<file path="src/rtl/core/register_calculator_execute_unit_defines.svh">
// Assertion macros shared by the register calculator RTL.
// Expects clk and arst_n in the scope of each use.
`ifndef REGISTER_CALCULATOR_EXECUTE_UNIT_DEFINES_SVH
`define REGISTER_CALCULATOR_EXECUTE_UNIT_DEFINES_SVH
`ifndef SYNTHESIS
`define RCX_ASSERT_SAME(lbl, ante, cons) \
	lbl: assert property (@(posedge clk) disable iff (!arst_n) (ante) |-> (cons)) \
		else $error("assertion failed");
`define RCX_ASSERT_NEXT(lbl, ante, cons) \
	lbl: assert property (@(posedge clk) disable iff (!arst_n) (ante) |=> (cons)) \
		else $error("assertion failed");
`else
`define RCX_ASSERT_SAME(lbl, ante, cons)
`define RCX_ASSERT_NEXT(lbl, ante, cons)
`endif
`endif

</file>
<file path="src/rtl/core/rcx_pkg.sv">
// Shared types and constants for the register calculator execute unit.
// No dependencies.
package rcx_pkg;

	localparam int DATA_W       = 32;
	localparam int FIELD_IDX_W  = 5;
	localparam int IDX_RANGE    = 2 ** FIELD_IDX_W;
	localparam int FUNC_W       = 3;
	localparam int NUM_REGS_DEF = 32;

	typedef enum logic [FUNC_W-1:0] {
		FN_ADD = 3'd0,
		FN_SUB = 3'd1,
		FN_MUL = 3'd2,
		FN_DIV = 3'd3,
		FN_MOV = 3'd4,
		FN_CMP = 3'd5
	} func_t;

	typedef struct packed {
		logic [FUNC_W-1:0]        func;
		logic                     first_is_reg;
		logic [FIELD_IDX_W-1:0]   first_index;
		logic signed [DATA_W-1:0] first_imm;
		logic                     second_is_reg;
		logic [FIELD_IDX_W-1:0]   second_index;
		logic signed [DATA_W-1:0] second_imm;
	} cmd_t;

	typedef struct packed {
		logic [FIELD_IDX_W-1:0]   dest_index;
		logic signed [DATA_W-1:0] dest_value;
		logic                     div_zero;
	} rsp_t;

endpackage

</file>
<file path="src/rtl/core/rcx_regfile.sv">
// Register file: one write port, two registered read ports, per-entry valid bits.
// Depends on rcx_pkg.
module rcx_regfile import rcx_pkg::*; #(
	parameter int NUM_REGS = NUM_REGS_DEF,
	localparam int AW = $clog2(NUM_REGS)
) (
	input  logic              clk,
	input  logic              arst_n,
	input  logic              rd_en,
	input  logic [AW-1:0]     rd_addr_a,
	input  logic [AW-1:0]     rd_addr_b,
	output logic [DATA_W-1:0] rd_data_a,
	output logic [DATA_W-1:0] rd_data_b,
	input  logic              wr_en,
	input  logic [AW-1:0]     wr_addr,
	input  logic [DATA_W-1:0] wr_data
);

	logic [DATA_W-1:0] mem [NUM_REGS];
	logic [NUM_REGS-1:0] valid_q;
	logic [DATA_W-1:0] data_a_q, data_b_q;
	logic vld_a_q, vld_b_q;

	always_ff @(posedge clk) begin
		if (wr_en) begin
			mem[wr_addr] <= wr_data;
		end
		if (rd_en) begin
			data_a_q <= mem[rd_addr_a];
			data_b_q <= mem[rd_addr_b];
		end
	end

	always_ff @(posedge clk or negedge arst_n) begin
		if (!arst_n) begin
			valid_q <= '0;
			vld_a_q <= 1'b0;
			vld_b_q <= 1'b0;
		end else begin
			if (wr_en) begin
				valid_q[wr_addr] <= 1'b1;
			end
			if (rd_en) begin
				vld_a_q <= valid_q[rd_addr_a];
				vld_b_q <= valid_q[rd_addr_b];
			end
		end
	end

	assign rd_data_a = vld_a_q ? data_a_q : '0;
	assign rd_data_b = vld_b_q ? data_b_q : '0;

endmodule

</file>
<file path="src/rtl/core/rcx_divider.sv">
// Signed 32-bit divider, restoring, one quotient bit per cycle, truncates toward zero.
// Depends on rcx_pkg and the assertion macro header. Divisor must be nonzero.
`include "register_calculator_execute_unit_defines.svh"
module rcx_divider import rcx_pkg::*; (
	input  logic              clk,
	input  logic              arst_n,
	input  logic              start,
	input  logic [DATA_W-1:0] dividend,
	input  logic [DATA_W-1:0] divisor,
	output logic              busy,
	output logic              done,
	output logic [DATA_W-1:0] quotient
);

	localparam int CNT_W = $clog2(DATA_W + 1);

	logic [DATA_W-1:0] dvd_q, dvs_q, rem_q;
	logic neg_q;
	logic busy_q, done_q;
	logic [CNT_W-1:0] cnt_q;
	logic [DATA_W:0] shifted, trial;

	assign shifted = {rem_q, dvd_q[DATA_W-1]};
	assign trial   = shifted - {1'b0, dvs_q};

	always_ff @(posedge clk) begin
		if (start) begin
			dvd_q <= dividend[DATA_W-1] ? (~dividend + 1'b1) : dividend;
			dvs_q <= divisor[DATA_W-1] ? (~divisor + 1'b1) : divisor;
			rem_q <= '0;
			neg_q <= dividend[DATA_W-1] ^ divisor[DATA_W-1];
		end else if (busy_q) begin
			rem_q <= trial[DATA_W] ? shifted[DATA_W-1:0] : trial[DATA_W-1:0];
			dvd_q <= {dvd_q[DATA_W-2:0], ~trial[DATA_W]};
		end
	end

	always_ff @(posedge clk or negedge arst_n) begin
		if (!arst_n) begin
			busy_q <= 1'b0;
			done_q <= 1'b0;
			cnt_q  <= '0;
		end else begin
			done_q <= 1'b0;
			if (start) begin
				busy_q <= 1'b1;
				cnt_q  <= CNT_W'(DATA_W);
			end else if (busy_q) begin
				cnt_q <= cnt_q - 1'b1;
				if (cnt_q == CNT_W'(1)) begin
					busy_q <= 1'b0;
					done_q <= 1'b1;
				end
			end
		end
	end

	assign busy     = busy_q;
	assign done     = done_q;
	assign quotient = neg_q ? (~dvd_q + 1'b1) : dvd_q;

	`RCX_ASSERT_NEXT(a_div_last_step, busy_q && !start && cnt_q == CNT_W'(1), done_q && !busy_q)
	`RCX_ASSERT_SAME(a_div_no_restart, start, !busy_q)
	`RCX_ASSERT_NEXT(a_div_done_pulse, done_q && !start, !done_q && !busy_q)

endmodule

</file>
<file path="src/rtl/core/register_calculator_execute_unit.sv">
// Top level of the register calculator execute unit: sequencer, ALU and result register.
// Depends on rcx_pkg, rcx_regfile, rcx_divider and the assertion macro header.
// One item is worked at a time. Add, subtract, multiply, compare and undefined
// operations pass through read, execute and done; move adds a clear step (its second
// write clears the source over the single write port), and divide waits in a divide
// state on the divider that retires one quotient bit per cycle; divide by zero skips it.
// The register file is read once per item, on accept, and written back at the end,
// so items never overlap on it. A finished result waits in the output register while
// the next item is accepted.
`include "register_calculator_execute_unit_defines.svh"
module register_calculator_execute_unit import rcx_pkg::*; #(
	parameter int NUM_REGS = NUM_REGS_DEF
) (
	input  logic clk,
	input  logic arst_n,
	input  logic cmd_valid,
	output logic cmd_stall,
	input  cmd_t cmd,
	output logic rsp_valid,
	input  logic rsp_stall,
	output rsp_t rsp
);

	localparam int IDX_W = $clog2(NUM_REGS);

	typedef enum logic [5:0] {
		S_IDLE = 6'b000001,
		S_READ = 6'b000010,
		S_EXEC = 6'b000100,
		S_DIV  = 6'b001000,
		S_CLR  = 6'b010000,
		S_DONE = 6'b100000
	} state_t;

	state_t state_q;
	cmd_t item_q;
	logic [IDX_W-1:0] i1_q, i2_q, dest_q;
	logic [DATA_W-1:0] a_q, b_q, res_q;
	logic dz_q, we_q;
	logic rsp_valid_q;
	rsp_t rsp_q;

	logic [IDX_W-1:0] idx_tab [IDX_RANGE];
	logic [IDX_W-1:0] ra, rb;
	logic cmd_acc, rsp_free;
	logic [DATA_W-1:0] rd_a, rd_b;
	logic wr_en;
	logic [IDX_W-1:0] wr_addr;
	logic [DATA_W-1:0] wr_data;
	logic div_start, div_busy, div_done;
	logic [DATA_W-1:0] div_quot;
	logic is_mov, is_div;

	for (genvar v = 0; v < IDX_RANGE; v++) begin : g_idx_tab
		assign idx_tab[v] = IDX_W'(v % NUM_REGS);
	end

	assign ra = cmd.first_is_reg ? idx_tab[cmd.first_index] : '0;
	assign rb = cmd.second_is_reg ? idx_tab[cmd.second_index] : '0;

	assign cmd_stall = (state_q != S_IDLE);
	assign cmd_acc   = cmd_valid && (state_q == S_IDLE);
	assign rsp_free  = !rsp_valid_q || !rsp_stall;

	assign is_mov = (item_q.func == FN_MOV);
	assign is_div = (item_q.func == FN_DIV);

	assign div_start = (state_q == S_EXEC) && is_div && (b_q != '0);

	always_comb begin
		wr_en   = 1'b0;
		wr_addr = dest_q;
		wr_data = res_q;
		case (state_q)
			S_EXEC: begin
				wr_en   = is_mov;
				wr_addr = i1_q;
				wr_data = b_q;
			end
			S_CLR: begin
				wr_en   = 1'b1;
				wr_addr = i2_q;
				wr_data = '0;
			end
			S_DONE: begin
				wr_en = we_q && rsp_free;
			end
			default: begin
				wr_en = 1'b0;
			end
		endcase
	end

	rcx_regfile #(
		.NUM_REGS(NUM_REGS)
	) u_regfile (
		.clk       (clk),
		.arst_n    (arst_n),
		.rd_en     (cmd_acc),
		.rd_addr_a (ra),
		.rd_addr_b (rb),
		.rd_data_a (rd_a),
		.rd_data_b (rd_b),
		.wr_en     (wr_en),
		.wr_addr   (wr_addr),
		.wr_data   (wr_data)
	);

	rcx_divider u_divider (
		.clk      (clk),
		.arst_n   (arst_n),
		.start    (div_start),
		.dividend (a_q),
		.divisor  (b_q),
		.busy     (div_busy),
		.done     (div_done),
		.quotient (div_quot)
	);

	always_ff @(posedge clk) begin
		if (cmd_acc) begin
			item_q <= cmd;
			i1_q   <= ra;
			i2_q   <= rb;
		end
		if (state_q == S_READ) begin
			a_q <= item_q.first_is_reg ? rd_a : item_q.first_imm;
			// move always takes a register source, index 0 for an immediate
			b_q <= (item_q.second_is_reg || is_mov) ? rd_b : item_q.second_imm;
		end
		if (state_q == S_EXEC) begin
			dest_q <= (item_q.func inside {[FN_ADD:FN_MOV]}) ? i1_q : '0;
			dz_q   <= is_div && (b_q == '0);
			case (func_t'(item_q.func))
				FN_ADD: res_q <= a_q + b_q;
				FN_SUB: res_q <= a_q - b_q;
				FN_MUL: res_q <= DATA_W'(a_q * b_q);
				FN_DIV: res_q <= '1;
				FN_MOV: res_q <= (i1_q == i2_q) ? '0 : b_q;
				FN_CMP: begin
					if ($signed(a_q) > $signed(b_q)) begin
						res_q <= DATA_W'(1);
					end else if ($signed(a_q) < $signed(b_q)) begin
						res_q <= '1;
					end else begin
						res_q <= '0;
					end
				end
				default: begin
					res_q <= '0;
				end
			endcase
		end
		if (state_q == S_DIV && div_done) begin
			res_q <= div_quot;
		end
		if (state_q == S_DONE && rsp_free) begin
			rsp_q.dest_index <= FIELD_IDX_W'(dest_q);
			rsp_q.dest_value <= res_q;
			rsp_q.div_zero   <= dz_q;
		end
	end

	always_ff @(posedge clk or negedge arst_n) begin
		if (!arst_n) begin
			state_q     <= S_IDLE;
			we_q        <= 1'b0;
			rsp_valid_q <= 1'b0;
		end else begin
			if (state_q == S_DONE && rsp_free) begin
				rsp_valid_q <= 1'b1;
			end else if (!rsp_stall) begin
				rsp_valid_q <= 1'b0;
			end
			case (state_q)
				S_IDLE: begin
					if (cmd_valid) begin
						state_q <= S_READ;
					end
				end
				S_READ: begin
					state_q <= S_EXEC;
				end
				S_EXEC: begin
					we_q <= (item_q.func == FN_ADD) || (item_q.func == FN_SUB) ||
						(item_q.func == FN_MUL) || is_div || (item_q.func == FN_CMP);
					if (div_start) begin
						state_q <= S_DIV;
					end else if (is_mov) begin
						state_q <= S_CLR;
					end else begin
						state_q <= S_DONE;
					end
				end
				S_DIV: begin
					if (div_done) begin
						state_q <= S_DONE;
					end
				end
				S_CLR: begin
					state_q <= S_DONE;
				end
				S_DONE: begin
					if (rsp_free) begin
						state_q <= S_IDLE;
					end
				end
				default: begin
					state_q <= S_IDLE;
				end
			endcase
		end
	end

	assign rsp_valid = rsp_valid_q;
	assign rsp       = rsp_q;

	`RCX_ASSERT_NEXT(a_accept_reads, cmd_acc, state_q == S_READ)
	`RCX_ASSERT_SAME(a_div_wait, state_q == S_DIV, div_busy || div_done)
	`RCX_ASSERT_SAME(a_no_wr_on_read, state_q == S_IDLE || state_q == S_READ, !wr_en)

endmodule

</file>
<file path="config.mk">
export PLATFORM = sky130hd
export DESIGN_NAME = register_calculator_execute_unit
export DESIGN_NICKNAME = d
export VERILOG_FILES = /design/src/rtl/core/rcx_pkg.sv /design/src/rtl/core/rcx_regfile.sv /design/src/rtl/core/rcx_divider.sv /design/src/rtl/core/register_calculator_execute_unit.sv
export VERILOG_INCLUDE_DIRS = /design/src /design/src/rtl/core
export SDC_FILE = /design/constraint.sdc
export NUM_CORES = 2
export LEC_CHECK = 0
export BUFFER_PORTS_ARGS = -buffer_cell sky130_fd_sc_hd__buf_4
export CORE_MARGIN = 3
export CORE_UTILIZATION = 46
export DETAILED_ROUTE_END_ITERATION = 8
export SYNTH_ARGS = -nofsm -noshare
export SYNTH_HDL_FRONTEND = slang
export SYNTH_SLANG_ARGS = --single-unit
export TNS_END_PERCENT = 1
</file>
<file path="constraint.sdc">
create_clock -name clk -period 6.88 [get_ports clk]
set_input_delay 1.376 -clock clk [delete_from_list [all_inputs] [get_ports clk]]
set_output_delay 1.376 -clock clk [all_outputs]
set_load 0.005 [all_outputs]
</file>
After elaboration in Yosys (flattened, before gate mapping):

Memory sizes are Yosys's and may differ from the RTL's. A register that Yosys moved wholly into a read port is not among the register bits.
Index checks and enable logic that the tools add are counted.

* register bits after elaboration: 366
* bits in latches: 0
* bits in writable memories: 1024
* ROM bits: 320
* input bits: 83
* memories kept: 3

* add/subtract/negate cells: 7
* multipliers: 1
* divide/modulo/power cells: 0
* order comparisons: 10
* equal/unequal tests: 18
* shift-type cells: 0
* mux-type cells: 49
* bitwise gates (word level): 8
* reductions and logical operators: 23

Memories
* u_regfile.mem: depth 32, width 32, read ports 2, clocked after Yosys merged registers in 2, wr ports 1, line rcx_regfile.sv:19 `logic [DATA_W-1:0] mem [NUM_REGS];`
* (no name shown): depth 32, width 5, read ports 1, clocked after Yosys merged registers in 0, wr ports 0, line register_calculator_execute_unit.sv:59 `assign rb = cmd.second_is_reg ? idx_tab[cmd.second_index] : '0;`
* (no name shown): depth 32, width 5, read ports 1, clocked after Yosys merged registers in 0, wr ports 0, line register_calculator_execute_unit.sv:58 `assign ra = cmd.first_is_reg ? idx_tab[cmd.first_index] : '0;`

Operators by type and width (number)
* 32-bit two-way mux: 14
* 32-bit one-hot mux with 6 select lines: 1
* 32-bit by 1-bit adder with 32-bit output, second input constant: 3
* 32-bit inverter: 3
* 32-bit one-hot mux with 2 select lines: 1
* 6-bit two-way mux: 7
* 6-bit one-hot mux with 6 select lines: 1
* 33-bit by 32-bit subtractor with 33-bit output: 1
* 32-bit adder: 1
* 32-bit > comparator: 1
* 32-bit zero test: 1
* 32-bit < comparator: 1
* 32-bit by 32-bit multiplier with 32-bit output: 1
* 32-bit OR: 1
* 32-bit nonzero test: 1
* 32-bit subtractor: 1
* 31-bit two-way mux: 1
* 5-bit two-way mux: 6
* 5-bit by 6-bit < comparator with 1-bit output, second input constant: 3
* 1-bit two-way mux: 13
* 6-bit by 1-bit equality test with 1-bit output, second input constant: 2
* 6-bit greater-or-equal comparator, second input constant: 2
* 5-bit inverter with 6-bit output: 2
* 1-bit binary-select mux with 5-bit select: 2
* 27 further kinds: 46

Depth between registers and ports, before layout:

* depth after elaboration: 7
* depth in mapped cells: 28
* mapped depth without buffers: 26

By module:

Synthesis repeated with hierarchy kept, for this count alone.

* cells, all modules: 5954
* area total of the unflattened synthesis: 87247.4 um2

Modules (own cells, without submodules)
* rcx_regfile: instances 1, cells an instance 2210, area an instance 50862.5 um2, seq. area each 33522.2 um2
* register_calculator_execute_unit: instances 1, cells an instance 2868, area an instance 28650.0 um2, seq. area each 6777.8 um2
* rcx_divider: instances 1, cells an instance 876, area an instance 7734.9 um2, seq. area each 2792.7 um2

Least setup slack after synthesis:

OpenSTA, ideal clock, no wires.

* kind: register -> register
* from: reg b_q[5]
* to: reg res_q[31] (data pin)
* arrival time: 7.263 ns
* data required time: 6.605 ns
* path slack: -0.659 ns
* stages on the path, launching flop included: 26
* clock period less this slack: 7.539 ns
* cell sequence: edfxtp_1 -> clkbuf_1 -> clkbuf_1 -> and2_1 -> fa_1 -> fa_1 -> fa_1 -> inv_1 -> fa_1 -> inv_1 -> fa_1 -> inv_1 -> fa_1 -> inv_1 -> fa_1 -> fa_1 -> ha_1 -> nand2_1 -> nor4bb_1 -> a31oi_1 -> a2111oi_2 -> o211ai_1 -> a31oi_1 -> xnor2_1 -> a2111oi_0 -> o22ai_1

* word-level cells in the longest chain between the ends: 6

Ends and longest elaborated chain
* from (decl): line register_calculator_execute_unit.sv:38 `logic [DATA_W-1:0] a_q, b_q, res_q;`
* from (signal assigned): line register_calculator_execute_unit.sv:129 `b_q <= (item_q.second_is_reg || is_mov) ? rd_b : item_q.second_imm;`
* parallel branches: the longest is 3 deep, another holds 32-bit by 32-bit multiplier with 32-bit output
* 32-bit one-hot mux with 6 select lines *: line register_calculator_execute_unit.sv:134 `case (func_t'(item_q.func))`
* 32-bit two-way mux *: line register_calculator_execute_unit.sv:131 `if (state_q == S_EXEC) begin`
* 32-bit two-way mux *: line register_calculator_execute_unit.sv:154 `if (state_q == S_DIV && div_done) begin`
* to (signal assigned): line register_calculator_execute_unit.sv:135 `FN_ADD: res_q <= a_q + b_q;`
* to (signal assigned): line register_calculator_execute_unit.sv:136 `FN_SUB: res_q <= a_q - b_q;`
* to (signal assigned): line register_calculator_execute_unit.sv:155 `res_q <= div_quot;`
* to (decl): line register_calculator_execute_unit.sv:38

Every way passes the cells marked *. The select of a mux whose other input is x is not followed.
A chain may end at the register's enable or synchronous reset.

Final worst setup path:

* from: reg a_q[11]
* to: reg res_q[24] (data pin)

* word-level cells in the longest chain between the ends: 6

Ends and longest elaborated chain
* from (decl): line register_calculator_execute_unit.sv:38
* from (signal assigned): line register_calculator_execute_unit.sv:127 `a_q <= item_q.first_is_reg ? rd_a : item_q.first_imm;`
* parallel branches: the longest is 3 deep, another holds 32-bit by 32-bit multiplier with 32-bit output
* 32-bit one-hot mux with 6 select lines *: line register_calculator_execute_unit.sv:134
* 32-bit two-way mux *: line register_calculator_execute_unit.sv:131
* 32-bit two-way mux *: line register_calculator_execute_unit.sv:154

Marks and branches as above.

==> metrics.yaml <==
run_status:
  status: "finished, violations left"
  violations: "negative setup slack"
flow_run:
  maxCapViolations: 0
worst_hold_path:
  hold_class: "reg -> reg"
logic_synthesis:
  synth_seq_cells: 1454
  synthArstFlopShare_pct: 3.44
  postSynthAreaPerCell_um2: 13.1
  synthFlopType: "edfxtp_1"
  syn_area_um2: 87500
  ys_warn_count: 0
  synth-edff-count: 1372
  yosysSeqAreaShare_pct: 49.2
  netlist_instances: 6669
  synth_cell_types: 91
  syn_nets: 7386
floorplanning:
  io_pins: 123
  row_count: 159
  die_area_um2: 196000
  coreArea_um2: 188000
  die_y_um: 442
  start_util_pct: 46.5
  chipWidth_um: 442
worst_setup_path:
  worstSetupStartpointType: "flop"
  cp.arrival_ns: 7.95
  end_kind: "flop"
  critical_path_class: "reg -> reg"
  critPathMaxFanout: 6
  critPathRequiredTime_ns: 7.51
timing:
  rsz0062_at_grt: "true"
  holdWs_ns: 0.443
  finalSetupTns_ns: -5.23
  final.setup_skew_ns: 0.0377
  tightest_slew_ns: 1.36
  fmax_mhz: 136
  final.period_utilization_pct: 107
  setup_ws_ns: -0.448
  drv_slew: 0
  post-route-min-period_ns: 7.33
  finalHoldViolations: 0
  finalSetupViolCount: 18
  maxSlewHeadroom_pct: 9.26
route:
  wl_per_cell_um: 30.8
  num_vias: 59500
  ant_nets: 0
  drc: 0
  wirelength_um: 295000
  post_drt_via_cell_ratio: 6.22
  drtIter0Drc: 6623
  dr.pass1.iters: 8
clock_tree:
  clkLatencyLatePin_ns: 0.83
  cts_tree: "done"
  cts-root-buf: "clkbuf_16"
  clk_pin_slew_ns: 0.06
  clock_path_buffers: 3
  cts-hold-fix-buffers: 0
  cts-buffers-inserted: 161
  clock_sinks: 1454
  h-tree-depth: 4
grt:
  antenna_found_initial: 15
  grt_first_pass_wirelength_um: 424000
  grt_usage_pct: 29.8
  grt_max_degree: 117
  grt_overflow: 0
  grt_pass1_vias: 60800
placement:
  gp_congestion: 1.00
  dp_hpwl_um: 194000
  io_buffers: 122
finish:
  syn_to_final_growth_pct: 13.8
  layout-drive-gt1-share_pct: 19.3
  largest_reg_flops: 1024
  nNetsFinal: 7665
  largest-register: "u_regfile.mem"
## layout make-up
class | count | area [um^2]
flip-flops and latches | 1454 | 43100
repair buffers | 566 | 4780
inverters | 532 | 2030
well taps | 2495 | 3120
clock inverters | 89 | 836
multi-input cells | 4233 | 41500
fillers | 15800 | 88800
clock buffers | 201 | 4220
diodes | 3 | 7.51
## cells in the final DEF, fill, tap and decap left out, types with 40 or more instances in the layout
cell | synthesis | layout
nor2_1 | 215 | 176
xor2_1 | 86 | 85
mux2i_1 | 557 | 556
nand2_1 | 643 | 635
ha_1 | 223 | 213
inv_1 | 528 | 523
mux4_2 | 395 | 395
a21oi_1 | 150 | 139
dfrtp_1 | 49 | 48
and2_1 | 273 | 267
fa_1 | 411 | 407
o21ai_0 | 222 | 214
xnor2_1 | 130 | 123
edfxtp_1 | 1372 | 1372
buf_4 | 2 | 517
o22ai_1 | 292 | 291
clkbuf_16 | 0 | 162
a21o_1 | 41 | 40
## worst paths after layout
check / startpoint / depth (start not counted) / end / slack (ns)
max in group asynchronous: arst_n / 1 / u_divider.busy / 5.77
max reg2reg: a_q[11] / 24 / res_q[24] / -0.45
min in group asynchronous: arst_n / 1 / u_regfile.valid_q[7] / 0.61
max: a_q[11] / 24 / res_q[24] / -0.45
min reg2reg: dest_q[4] / 0 / rsp[37] / 0.44
min: dest_q[4] / 0 / rsp[37] / 0.44
## per-layer routing
metal	track usage [%]	share of wire (%)	vias up
met5	0	0.0044	-
met4	14.5	5.4	2
met3	4.80	8.0	712
met2	50.1	49	2980
met1	37.7	38	30700
li1	-	-	25100
## cells by family after synthesis
kind of cell,Yosys count,synth area share (%)
buf+inv,982,4.26
fa+ha+maj,634,12.6
xor+xnor,216,2.16
mux,954,16.6
compound gates,1011,7.49
simple gates,1418,7.73
flops,1454,49.2
## Yosys cell counts, drive strengths merged (130+ instances only)
| library cell | number | share of area [%] |
|---|---|---|
| xnor2 | 130 | 1.3 |
| o21ai | 225 | 1.3 |
| nor2 | 215 | 0.92 |
| nand2 | 644 | 2.8 |
| and2 | 273 | 2.0 |
| o22ai | 292 | 2.1 |
| a21oi | 150 | 0.86 |
| fa | 411 | 9.4 |
| mux2i | 557 | 6.4 |
| mux4 | 395 | 10 |
| edfxtp | 1372 | 47 |
| clkbuf | 370 | 1.6 |
| inv | 529 | 2.3 |
| ha | 223 | 3.2 |
## worst max-delay path, cell delays in order (launching register included)
cell,delay (ns)
edfxtp_1,0.51
and2_4,0.22
fa_1,0.56
fa_1,0.44
fa_1,0.49
inv_1,0.06
fa_1,0.53
inv_1,0.05
fa_1,0.48
inv_1,0.05
fa_1,0.48
inv_1,0.05
fa_1,0.52
fa_1,0.45
ha_4,0.31
buf_4,0.11
nand2_1,0.05
o21ai_0,0.33
nor2_4,0.10
buf_4,0.15
o31ai_2,0.26
mux2_4,0.38
o22ai_1,0.21
a211oi_2,0.07
o22ai_2,0.25
## through the flow
stage | cell area (um^2) | cells | worst slack (ns) | utilization [%]
finish | 99600 | 9573 | -0.448 | 52.9
global placement | 94000 | 9269 | -0.929 | 49.9
floorplan | 87700 | 6669 | -0.222 | -
global route | 99600 | 9570 | -0.746 | 52.9
CTS | 99500 | 9570 | -0.553 | 52.8
detailed placement | 94000 | 9269 | -0.921 | 49.9
## timing repair
| action | in CTS | in global routing |
|---|---|---|
| gates resized for setup | 66 | 27 |
| endpoints found under the setup margin | 19 | 21 |
| pin swaps | 29 | 15 |
| buffers inserted | 11 | 0 |
Power is left out: the tool's default activity adds up to more than one toggle a clock period on the data nets, which glitch-free logic cannot reach.
